### config.mk
export PLATFORM = sky130hd
export DESIGN_NAME = light_sensor_moving_average
export DESIGN_NICKNAME = d
export VERILOG_FILES = /design/src/rtl/lsma_pkg.sv /design/src/rtl/lsma_ring.sv /design/src/rtl/light_sensor_moving_average.sv
export SDC_FILE = /design/constraint.sdc
export NUM_CORES = 1
export LEC_CHECK = 0
export ABC_AREA = 1
export BUFFER_PORTS_ARGS = -buffer_cell sky130_fd_sc_hd__clkbuf_2
export CAP_MARGIN = 5
export CELL_PAD_IN_SITES_DETAIL_PLACEMENT = 1
export CELL_PAD_IN_SITES_GLOBAL_PLACEMENT = 2
export CORE_UTILIZATION = 38
export DETAILED_ROUTE_END_ITERATION = 7
export PLACE_DENSITY_LB_ADDON = 0.3
export SLEW_MARGIN = 20
export SYNTH_ARGS = -nofsm -noshare
export SYNTH_HDL_FRONTEND = slang
export SYNTH_SLANG_ARGS = --single-unit
### constraint.sdc
create_clock -name clk_i -period 3.7 [get_ports clk_i]
set_clock_uncertainty 0.1 [all_clocks]
set_input_delay 0.74 -clock clk_i [delete_from_list [all_inputs] [get_ports clk_i]]
set_output_delay 0.74 -clock clk_i [all_outputs]
set_load 0.03 [all_outputs]
### src/rtl/lsma_pkg.sv
// ----------------------------------------------------------------------------
// lsma_pkg: shared definitions for the light sensor moving average
// Sizes of the sample ring, field widths, register indexes and the ring
// write request that passes between the datapath and the ring storage.
// ----------------------------------------------------------------------------
`default_nettype none

package lsma_pkg;

  // Block parameters
  localparam int unsigned READINGS          = 16;
  localparam int unsigned ANALOG_RANGE      = 1023;
  localparam int unsigned MAX_LIGHT_READING = 1023;

  // Field widths fixed by the interface
  localparam int unsigned RAW_W = 10;
  localparam int unsigned OUT_W = 14;
  localparam int unsigned OFF_W = 11;
  localparam int unsigned FIX_W = 10;

  // Derived widths
  localparam int unsigned SAMP_W    = $clog2(ANALOG_RANGE + 1);
  localparam int unsigned SLOT_W    = $clog2(READINGS);
  localparam int unsigned TOP_VALUE = ANALOG_RANGE * READINGS;
  localparam int unsigned TOT_W     = $clog2(TOP_VALUE + 1);

  // Configuration port
  localparam int unsigned CFG_IDX_W  = 2;
  localparam int unsigned CFG_DATA_W = 11;

  localparam logic [CFG_IDX_W-1:0] REG_ADAPTIVE = 2'd0;
  localparam logic [CFG_IDX_W-1:0] REG_FORCE    = 2'd1;
  localparam logic [CFG_IDX_W-1:0] REG_OFFSET   = 2'd2;
  localparam logic [CFG_IDX_W-1:0] REG_FIXED    = 2'd3;

  // Ring write request
  typedef struct packed {
    logic              en;
    logic [SLOT_W-1:0] slot;
    logic [SAMP_W-1:0] data;
  } ring_wr_t;

endpackage

`default_nettype wire

### src/rtl/lsma_ring.sv
// ----------------------------------------------------------------------------
// lsma_ring: sample ring storage
// Synchronous memory with registered read; per-entry valid flops
// make never-written entries read as zero after reset.
// ----------------------------------------------------------------------------
`default_nettype none

module lsma_ring (
  input  wire logic                          clk_i,
  input  wire logic                          rst_ni,
  input  wire logic                          rd_en_i,
  input  wire logic [lsma_pkg::SLOT_W-1:0]   rd_slot_i,
  input  wire lsma_pkg::ring_wr_t            wr_i,
  output logic      [lsma_pkg::SAMP_W-1:0]   rd_data_o
);

  logic [lsma_pkg::SAMP_W-1:0]   mem_q [lsma_pkg::READINGS];
  logic [lsma_pkg::SAMP_W-1:0]   rd_q;
  logic [lsma_pkg::READINGS-1:0] vld_q;
  logic                          rd_vld_q;

  always_ff @(posedge clk_i) begin
    if (wr_i.en) begin
      mem_q[wr_i.slot] <= wr_i.data;
    end
    if (rd_en_i) begin
      rd_q <= mem_q[rd_slot_i];
    end
  end

  always_ff @(posedge clk_i or negedge rst_ni) begin
    if (!rst_ni) begin
      vld_q    <= '0;
      rd_vld_q <= 1'b0;
    end else begin
      if (wr_i.en) begin
        vld_q[wr_i.slot] <= 1'b1;
      end
      if (rd_en_i) begin
        rd_vld_q <= vld_q[rd_slot_i];
      end
    end
  end

  assign rd_data_o = rd_vld_q ? rd_q : '0;

endmodule

`default_nettype wire

### src/rtl/light_sensor_moving_average.sv
// ----------------------------------------------------------------------------
// light_sensor_moving_average: boxcar average of light-sensor samples
// Rescales each raw sample, replaces the oldest ring entry, keeps a running
// total; returns brightness in units of 1/READINGS, offset and clamped if adaptive.
// ----------------------------------------------------------------------------
//
//  channel   dir  handshake                  payload
//  -------   ---  -------------------------  -------------------------
//  input     in   in_valid_i / in_stall_o    raw_sample_i [9:0]
//  output    out  out_valid_o / out_stall_i  brightness_scaled_o [13:0]
//  config    in   cfg_we_i                   cfg_idx_i, cfg_data_i
//
//  One sample per cycle sustained while the output is not stalled. Stage 0
//  issues the ring read on input transfer; stage 1 then does the
//  read-modify-write of the ring entry and the running total and loads the
//  output register. The ring takes one read and one write per cycle.
//  Reset clears the ring (via per-entry valid flops), total and write slot.
//  A stalled output holds the result; the input stalls only when both the
//  read stage and the output register are full and the output is stalled.
//
`default_nettype none

module light_sensor_moving_average (
  input  wire logic                             clk_i,
  input  wire logic                             rst_ni,
  input  wire logic                             in_valid_i,
  output logic                                  in_stall_o,
  input  wire logic [lsma_pkg::RAW_W-1:0]       raw_sample_i,
  output logic                                  out_valid_o,
  input  wire logic                             out_stall_i,
  output logic      [lsma_pkg::OUT_W-1:0]       brightness_scaled_o,
  input  wire logic                             cfg_we_i,
  input  wire logic [lsma_pkg::CFG_IDX_W-1:0]   cfg_idx_i,
  input  wire logic [lsma_pkg::CFG_DATA_W-1:0]  cfg_data_i
);

  localparam int unsigned X_W    = (lsma_pkg::SAMP_W > lsma_pkg::RAW_W) ?
                                   lsma_pkg::SAMP_W : lsma_pkg::RAW_W;
  localparam int unsigned PROD_W = X_W + lsma_pkg::SAMP_W;
  localparam int unsigned FX_W   = (lsma_pkg::SAMP_W > lsma_pkg::FIX_W) ?
                                   lsma_pkg::SAMP_W : lsma_pkg::FIX_W;
  localparam int unsigned SUM_W  = lsma_pkg::TOT_W + lsma_pkg::SLOT_W +
                                   lsma_pkg::OFF_W + 2;

  // Rescale x*A/D as x*(A*M) >> S with M = ceil(2^S/D); exact for every
  // product x*A below 2^PROD_W.
  localparam int unsigned     DIV_S = PROD_W + $clog2(lsma_pkg::MAX_LIGHT_READING);
  localparam longint unsigned DIV_M = ((64'd1 << DIV_S) +
                                       64'(lsma_pkg::MAX_LIGHT_READING) - 64'd1) /
                                      64'(lsma_pkg::MAX_LIGHT_READING);
  localparam longint unsigned DIV_C = DIV_M * 64'(lsma_pkg::ANALOG_RANGE);
  localparam int unsigned     C_W   = $clog2(DIV_C + 64'd1);
  localparam int unsigned     MUL_W = X_W + C_W;

  localparam logic [lsma_pkg::TOT_W-1:0] TOP_T   = lsma_pkg::TOT_W'(lsma_pkg::TOP_VALUE);
  localparam logic signed [SUM_W-1:0]    TOP_S   = SUM_W'(lsma_pkg::TOP_VALUE);
  localparam logic signed [SUM_W-1:0]    READ_S  = SUM_W'(lsma_pkg::READINGS);
  localparam logic [lsma_pkg::SLOT_W-1:0] LAST_SLOT = lsma_pkg::SLOT_W'(lsma_pkg::READINGS - 1);

  // Configuration registers
  logic                           adaptive_q;
  logic                           force_q;
  logic [lsma_pkg::OFF_W-1:0]     offset_q;
  logic [lsma_pkg::FIX_W-1:0]     fixed_q;

  always_ff @(posedge clk_i or negedge rst_ni) begin
    if (!rst_ni) begin
      adaptive_q <= 1'b1;
      force_q    <= 1'b0;
      offset_q   <= '0;
      fixed_q    <= lsma_pkg::FIX_W'(512);
    end else if (cfg_we_i) begin
      case (cfg_idx_i)
        lsma_pkg::REG_ADAPTIVE: adaptive_q <= cfg_data_i[0];
        lsma_pkg::REG_FORCE:    force_q    <= cfg_data_i[0];
        lsma_pkg::REG_OFFSET:   offset_q   <= cfg_data_i[lsma_pkg::OFF_W-1:0];
        lsma_pkg::REG_FIXED:    fixed_q    <= cfg_data_i[lsma_pkg::FIX_W-1:0];
        default: ;
      endcase
    end
  end

  // Pipeline handshake
  logic in_xfer;
  logic s1_valid_q;
  logic s1_adv;
  logic out_valid_q;

  assign s1_adv     = s1_valid_q && (!out_valid_q || !out_stall_i);
  assign in_stall_o = s1_valid_q && !s1_adv;
  assign in_xfer    = in_valid_i && !in_stall_o;

  // Stage 0: rescale and saturate, issue ring read
  logic [X_W-1:0]              x_sel;
  logic [MUL_W-1:0]            mul;
  logic [MUL_W-1:0]            quot;
  logic [lsma_pkg::SAMP_W-1:0] v0;

  assign x_sel = force_q ? X_W'(lsma_pkg::ANALOG_RANGE) : X_W'(raw_sample_i);
  assign mul   = MUL_W'(x_sel) * MUL_W'(DIV_C);
  assign quot  = mul >> DIV_S;
  assign v0    = (quot > MUL_W'(lsma_pkg::ANALOG_RANGE)) ?
                 lsma_pkg::SAMP_W'(lsma_pkg::ANALOG_RANGE) : quot[lsma_pkg::SAMP_W-1:0];

  logic [lsma_pkg::SLOT_W-1:0] slot_q;
  logic [lsma_pkg::SLOT_W-1:0] s1_slot_q;
  logic [lsma_pkg::SAMP_W-1:0] s1_v_q;

  always_ff @(posedge clk_i or negedge rst_ni) begin
    if (!rst_ni) begin
      slot_q     <= '0;
      s1_valid_q <= 1'b0;
    end else begin
      if (in_xfer) begin
        slot_q <= (slot_q == LAST_SLOT) ? '0 : slot_q + 1'b1;
      end
      if (in_xfer) begin
        s1_valid_q <= 1'b1;
      end else if (s1_adv) begin
        s1_valid_q <= 1'b0;
      end
    end
  end

  always_ff @(posedge clk_i) begin
    if (in_xfer) begin
      s1_slot_q <= slot_q;
      s1_v_q    <= v0;
    end
  end

  // Ring storage: consecutive transfers always hit different slots, so the
  // read of the next item never collides with the pending write-back.
  lsma_pkg::ring_wr_t          ring_wr;
  logic [lsma_pkg::SAMP_W-1:0] old_v;

  assign ring_wr.en   = s1_adv;
  assign ring_wr.slot = s1_slot_q;
  assign ring_wr.data = s1_v_q;

  lsma_ring u_ring (
    .clk_i     (clk_i),
    .rst_ni    (rst_ni),
    .rd_en_i   (in_xfer),
    .rd_slot_i (slot_q),
    .wr_i      (ring_wr),
    .rd_data_o (old_v)
  );

  // Stage 1: running total update and output mapping
  logic [lsma_pkg::TOT_W-1:0] total_q;
  logic [lsma_pkg::TOT_W-1:0] total_d;

  assign total_d = total_q - lsma_pkg::TOT_W'(old_v) + lsma_pkg::TOT_W'(s1_v_q);

  logic signed [SUM_W-1:0]    tot_s;
  logic signed [SUM_W-1:0]    off_s;
  logic signed [SUM_W-1:0]    sum_s;
  logic [lsma_pkg::TOT_W-1:0] adapt_res;
  logic [FX_W-1:0]            fix_sat;
  logic [lsma_pkg::TOT_W-1:0] fix_res;
  logic [lsma_pkg::TOT_W-1:0] res;

  assign tot_s = SUM_W'(total_d);
  assign off_s = {{(SUM_W - lsma_pkg::OFF_W){offset_q[lsma_pkg::OFF_W-1]}}, offset_q};
  assign sum_s = tot_s + off_s * READ_S;

  always_comb begin
    if (sum_s < 0) begin
      adapt_res = '0;
    end else if (sum_s > TOP_S) begin
      adapt_res = TOP_T;
    end else begin
      adapt_res = sum_s[lsma_pkg::TOT_W-1:0];
    end
  end

  assign fix_sat = (FX_W'(fixed_q) > FX_W'(lsma_pkg::ANALOG_RANGE)) ?
                   FX_W'(lsma_pkg::ANALOG_RANGE) : FX_W'(fixed_q);
  assign fix_res = lsma_pkg::TOT_W'(fix_sat) * lsma_pkg::TOT_W'(lsma_pkg::READINGS);

  always_comb begin
    if (adaptive_q) begin
      res = adapt_res;
    end else if (force_q) begin
      res = TOP_T;
    end else begin
      res = fix_res;
    end
  end

  logic [lsma_pkg::OUT_W-1:0] out_q;

  always_ff @(posedge clk_i or negedge rst_ni) begin
    if (!rst_ni) begin
      total_q     <= '0;
      out_valid_q <= 1'b0;
    end else begin
      if (s1_adv) begin
        total_q     <= total_d;
        out_valid_q <= 1'b1;
      end else if (!out_stall_i) begin
        out_valid_q <= 1'b0;
      end
    end
  end

  always_ff @(posedge clk_i) begin
    if (s1_adv) begin
      out_q <= lsma_pkg::OUT_W'(res);
    end
  end

  assign out_valid_o         = out_valid_q;
  assign brightness_scaled_o = out_q;

  // Assertions
  a_total_bound: assert property (@(posedge clk_i) disable iff (!rst_ni)
    total_q <= TOP_T)
    else $error("running total above full scale");

  a_slot_bound: assert property (@(posedge clk_i) disable iff (!rst_ni)
    slot_q <= LAST_SLOT)
    else $error("write slot out of range");

  a_in_to_s1: assert property (@(posedge clk_i) disable iff (!rst_ni)
    in_xfer |=> s1_valid_q)
    else $error("accepted transfer lost before ring stage");

  a_s1_to_out: assert property (@(posedge clk_i) disable iff (!rst_ni)
    s1_adv |=> (out_valid_q && total_q == $past(total_d)))
    else $error("ring stage advance did not load output and total");

endmodule

`default_nettype wire
### Yosys cells after proc, flatten, opt, wreduce, memory -nomap -nowiden

Memories as Yosys holds them, arrays and structs flattened. A register that Yosys moved wholly into a read port is not among the register bits.
Index checks and enable logic that the tools add are counted.

* add/subtract/negate cells: 4
* $mul: 1
* magnitude comparators: 7
* equal/unequal tests: 5
* mux-type cells: 18
* bitwise operators: 1
* reductions and logical operators: 15

Operators by type and width (count)
* $mux 14: 4
* $mul 10x30->40 const B: 1
* $mux 10: 3
* $add 15x15->16: 1
* $gt 16x15->1 const B: 1
* $lt 16x1->1 const B: 1
* $or 16x16->16: 1
* $add 14x10->14: 1
* $sub 14x10->14: 1
* $gt 11x10->1 const B: 1
* $gt 10x10->1 const B: 1
* $lt 4x5->1 const B: 2
* $mux 1: 8
* $reduce_and 2->1: 4
* $add 4x1->4 const B: 1
* $bmux 1 s4: 1
* $demux 1 s4: 1
* $eq 2x2->1 const B: 2
* $eq 4x4->1 const B: 1
* $ge 4x1->1 const B: 1
* $logic_and 1x1->1: 4
* $logic_not 1->1: 4
* $mux 4: 1
* $eq 2x1->1 const B: 1
* 4 further kinds: 4

* register bits after elaboration: 88
* memory bits (writable): 160
* input port bits: 28
* output and inout port bits: 16
* word-level logic and storage cells: 65
* memories: 1

Memory list
* u_ring.mem_q: depth 16, width 10, rd ports 1, clocked after memory_dff 1, wr ports 1, line lsma_ring.sv:17 `logic [lsma_pkg::SAMP_W-1:0] mem_q [lsma_pkg::READINGS];`

### Longest topological paths before layout

* word-level depth: 8
* mapped depth: 30
* mapped depth without buffers: 29

### Hierarchy

Synthesis repeated with hierarchy kept, for this count alone.

* cell total of the unflattened synthesis: 1126
* area, all modules: 12066.6 µm²

By module, submodules not included
* lsma_ring: instances 1, cells an instance 597, area each 7601.0 µm², sequential area each 5530.3 µm²
* light_sensor_moving_average: instances 1, cells an instance 529, area each 4465.5 µm², sequential area each 1919.3 µm²

### Least setup slack after synthesis

Ideal clock, no wire load.

* path kind: register -> register
* start point: reg s1_v_q[2] (netlist bit)
* end point: reg out_q (netlist bit brightness_scaled_o[10]), data pin
* setup time: 0.256 ns
* arrival time: 3.746 ns
* data required time: 3.344 ns
* slack: -0.402 ns
* cell stages (with the launch flop): 22
* path buffers: 0
* period minus slack after synthesis: 4.102 ns
* cells stage by stage: edfxtp_1 -> inv_1 -> fa_1 -> inv_1 -> ha_1 -> a21oi_1 -> nand2_1 -> nand2_1 -> nand2_1 -> a31oi_1 -> o21bai_1 -> xor2_1 -> ha_1 -> a21oi_1 -> nand3b_4 -> a21oi_2 -> xor2_1 -> nand2_2 -> nand2_4 -> nand2_1 -> nand2_1 -> nand2_1

* cells in the longest elaborated chain, start to end: 6
* elaborated cells between the ends (all ways): 7
* those cells by class: add/sub: 2; order compare: 2; mux: 3

Ends and longest elaborated chain
* from (decl): line light_sensor_moving_average.sv:107 `logic [lsma_pkg::SAMP_W-1:0] s1_v_q;`
* from (signal assigned): line light_sensor_moving_average.sv:128 `s1_v_q <= v0;`
* $add 14x10->14 *: line light_sensor_moving_average.sv:154 `assign total_d = total_q - lsma_pkg::TOT_W'(old_v) + lsma_pkg::TOT_W'(s1_v_q);`
* via total_d, one bit: line light_sensor_moving_average.sv:152 `logic [lsma_pkg::TOT_W-1:0] total_d;`
* $add 15x15->16 *: line light_sensor_moving_average.sv:166 `assign sum_s = tot_s + off_s * READ_S;`
* $gt 16x15->1: line light_sensor_moving_average.sv:171 `end else if (sum_s > TOP_S) begin`
* $mux 14: line light_sensor_moving_average.sv:171
* $mux 14 *: line light_sensor_moving_average.sv:169 `if (sum_s < 0) begin`
* $mux 14 *: line light_sensor_moving_average.sv:183 `if (adaptive_q) begin`
* via res, one bit: line light_sensor_moving_average.sv:162 `logic [lsma_pkg::TOT_W-1:0] res;`
* to (signal assigned): line light_sensor_moving_average.sv:210 `out_q <= lsma_pkg::OUT_W'(res);`
* to (decl): line light_sensor_moving_average.sv:192 `logic [lsma_pkg::OUT_W-1:0] out_q;`

The timed path passes the listed nets; every way through them passes the cells marked *.
A chain may end at the register's enable or synchronous reset.

### Final worst setup path

* start point: reg u_ring.rd_vld_q
* end point: reg out_q (netlist bit brightness_scaled_o[12]), data pin

* cells in the longest elaborated chain, start to end: 8
* elaborated cells between the ends (all ways): 9
* those cells by class: add/sub: 3; order compare: 2; mux: 4

Ends and longest elaborated chain
* from (decl): line lsma_ring.sv:20 `logic rd_vld_q;`
* from (signal assigned): line lsma_ring.sv:40 `rd_vld_q <= vld_q[rd_slot_i];`
* $mux 10 *: line lsma_ring.sv:45 `assign rd_data_o = rd_vld_q ? rd_q : '0;`
* $sub 14x10->14 *: line light_sensor_moving_average.sv:154
* $add 14x10->14 *: line light_sensor_moving_average.sv:154
* via total_d, one bit: line light_sensor_moving_average.sv:152
* $add 15x15->16 *: line light_sensor_moving_average.sv:166
* $gt 16x15->1: line light_sensor_moving_average.sv:171
* $mux 14: line light_sensor_moving_average.sv:171
* $mux 14 *: line light_sensor_moving_average.sv:169
* $mux 14 *: line light_sensor_moving_average.sv:183
* via res, one bit: line light_sensor_moving_average.sv:162

Marks and branches as above.

==> impl_metrics.ini <==
[route]
ant_nets = 0
firstDrtPassIters = 5
routed_wl_mm = 30.9
drtIter0Drc = 631
via_per_inst = 5.15
drc = 0
vias = 8270
wire_per_inst_um = 19.2

[worst_setup_path]
path_cells = buf_6 -> nand2_4 -> inv_2 -> fa_1 -> inv_2 -> ha_4 -> nand2_4 -> nor3_4 -> a21oi_4 -> o21ai_2 -> xor2_1 -> inv_2 -> ha_1 -> a21o_1 -> a21oi_2 -> nand3_2 -> nand2_1 -> nand2_1 -> nand4_1 -> nand2_2 -> nand2_4 -> nand2_1 -> nand2_1 -> nand2_1
cpMostUsedCell = nand2_1
worstSetupStartpoint = u_ring.rd_vld_q
crit_path_end_kind = flop
cp_num_buf_inv = 4
critical_path_arrival_ns = 4.59
critical-path-top-delay-family = adder cells
r2r_cells = 24
criticalPathCategory = flop to flop
timing.rr.end = brightness_scaled_o[12]
critPathMaxFanout = 8
rrSetupSlack_ns = -0.68
rr_startpoint = u_ring.rd_vld_q
start_kind = flop
critical_path.max_stage_delay_ns = 0.51
worstPathRequired_ns = 3.91
crit_slowest_cell = fa_1

[synthesis]
synth_seq_cells = 258
yosysWarnings = 0
synthArstFlopShare_pct = 23.3
synthAdderAreaFrac_pct = 4.83
synthXorXnorAreaFrac_pct = 1.28
avgSynthCellArea_um2 = 10.9
synth_fp_nets = 1128
synth_cell_types = 40
ys.flop_type = edfxtp_1
synth_area_um2 = 11600
synth_edf_count = 198
yosysSeqAreaShare_pct = 64.4
synth_top_family_by_area = simple AND/OR/NAND/NOR gates
yosys.area_share.simple_pct = 13.4
muxShareOfSynthArea_pct = 0.0974
synth_compound_area_share_pct = 10.7
synth_cells = 1062

[global_route]
grt_max_degree = 98
grt_pass1_wl_mm = 48.6
grt.overflow.total = 0
antenna_found_initial = 0
track_usage_pct = 20.2
grt_pass1_vias = 8914

[timing]
fin_crit_sh_pct = 118
report.final.slew_viol_count = 0
worst_slack_ns = -0.677
fmax_mhz = 228
setup_viol = 14
slew_headroom_pct = 33.3
tightest_slew_ns = 1.00
hold_viol_final = 0
min_period_ns = 4.38
grt_setup_unrepaired = true

[clocking]
cts_tree = yes
cts_max_level = 1
clock_sinks = 258
clkSlewWorstSetupHoldPaths_ns = 0.06
clock_path_buffers = 3
clkLatencyLatePin_ns = 0.55
cts_buffers = 27
ctsRootBufferMaster = clkbuf_16
cts.hold.buffers_added = 0

[floorplan]
dieArea_um2 = 31100
coreArea_um2 = 29800
fp.dieH_um = 176
dieWidth_um = 176
io_pins = 44
rows = 63
start_util_pct = 38.8

[flow_run]
drv_cap = 0

[run_status]
violations = setup timing
status = finished, violations left

[finish]
area_growth_pct = 23.4
finalNonFillerCells = 1605
final_core_util_pct = 47.9
fillers = 3217
final_layout_size_suffix_gt1_share_pct = 25.8
num_antenna_cells = 0
fin_nets = 1260

[worst_hold_path]
hold_class = primary input to asynchronous set/reset pin

[placed_design]
routabilityCongestion = 0.775
port_buffers = 43
place_inst = 1544
dp_hpwl_mm = 20.8
## cells by family after synthesis
group / count (synthesis)
mux: 1
compound gates: 222
simple gates: 366
xor+xnor: 16
fa+ha+maj: 38
flops: 258
buf+inv: 161
## per-layer routing
metal  up-vias  part of all wire, %  GRT usage, %
met5         -                    0             0
met4         0                  1.5          4.17
met3        38                  3.8          2.78
met2       138                   47          33.0
met1      4190                   47          28.6
li1       3904                    -             -
## metrics by stage
step	setup WS, ns	instance area (um^2)	hold slack [ns]	setup TNS (ns)
after floorplan	-0.230	11700	0.323	-2.74
after global placement	-0.698	12900	0.344	-9.06
after detailed placement	-0.784	12900	0.349	-10.21
after CTS	-0.567	13900	0.0840	-7.39
after global routing	-0.903	14300	0.109	-11.83
final	-0.677	14300	0.0694	-8.80
## sequential cells by signal (all words and copies together) (netlist names), 4 cells and up
name	flops
u_ring.mem_q	160
fixed_q	10
u_ring.rd_q	10
s1_slot_q	4
offset_q	11
s1_v_q	10
u_ring.vld_q	16
brightness_scaled_o	14
slot_q	4
total_q	14
## synth_stat cells, types with 4 or more instances
library cell	instances	area share (%)
nand4_1	5	0.27
ha_1	27	2.9
o221ai_1	17	1.3
o22ai_1	24	1.3
a21oi_1	18	0.78
edfxtp_1	198	51
o211ai_1	5	0.32
fa_1	11	1.9
nand2_1	162	5.3
xor2_1	12	0.91
clkbuf_1	37	1.2
inv_1	114	3.7
dfrtp_1	58	13
o21ai_0	148	6.4
nor2_1	120	3.9
nand3_1	48	2.1
buf_1	4	0.13
or2_2	20	1.1
## worst max path at each step
stage	to	cells after the start
2_1_floorplan	brightness_scaled_o[10]	25
3_3_place_gp	brightness_scaled_o[11]	21
3_5_place_dp	brightness_scaled_o[11]	21
4_1_cts	brightness_scaled_o[12]	23
5_1_grt	brightness_scaled_o[7]	24
6_report	brightness_scaled_o[12]	24
## what timing repair did
action / in CTS / in global routing
resized for setup: 24 / 69
pin swaps: 28 / 56
setup buffers: 2 / 9
setup endpoints to repair: 14 / 14
## layout by cell type, fill, tap and decap left out, drive strengths merged, types with 2 or more instances in the layout
| master | n |
|---|---|
| o22ai | 24 |
| fa | 11 |
| dfrtp | 58 |
| and2 | 2 |
| dfstp | 2 |
| xnor2 | 3 |
| clkinv | 10 |
| a21o | 2 |
| or2 | 21 |
| a21oi | 20 |
| nand2 | 165 |
| nand3 | 48 |
| o21ai | 151 |
| nor3 | 3 |
| ha | 27 |
| nand4 | 5 |
| xor2 | 13 |
| buf | 105 |
| inv | 116 |
| edfxtp | 198 |
| o221ai | 17 |
| clkbuf | 83 |
| nor2 | 121 |
| o211ai | 5 |
## area by class of cell
| cell class | count | area (um^2) | share of cell area [%] |
|---|---|---|---|
| flip-flops and latches | 258 | 7450 | 52.2 |
| multi-input cells | 643 | 4040 | 28.3 |
| repair buffers | 147 | 1010 | 7.08 |
| clock buffers | 41 | 788 | 5.52 |
| well taps | 390 | 488 | 3.42 |
| inverters | 117 | 439 | 3.08 |
| clock inverters | 9 | 61.3 | 0.429 |
Power is left out: the tool's default activity adds up to more than one toggle a clock period on the data nets, which glitch-free logic cannot reach.
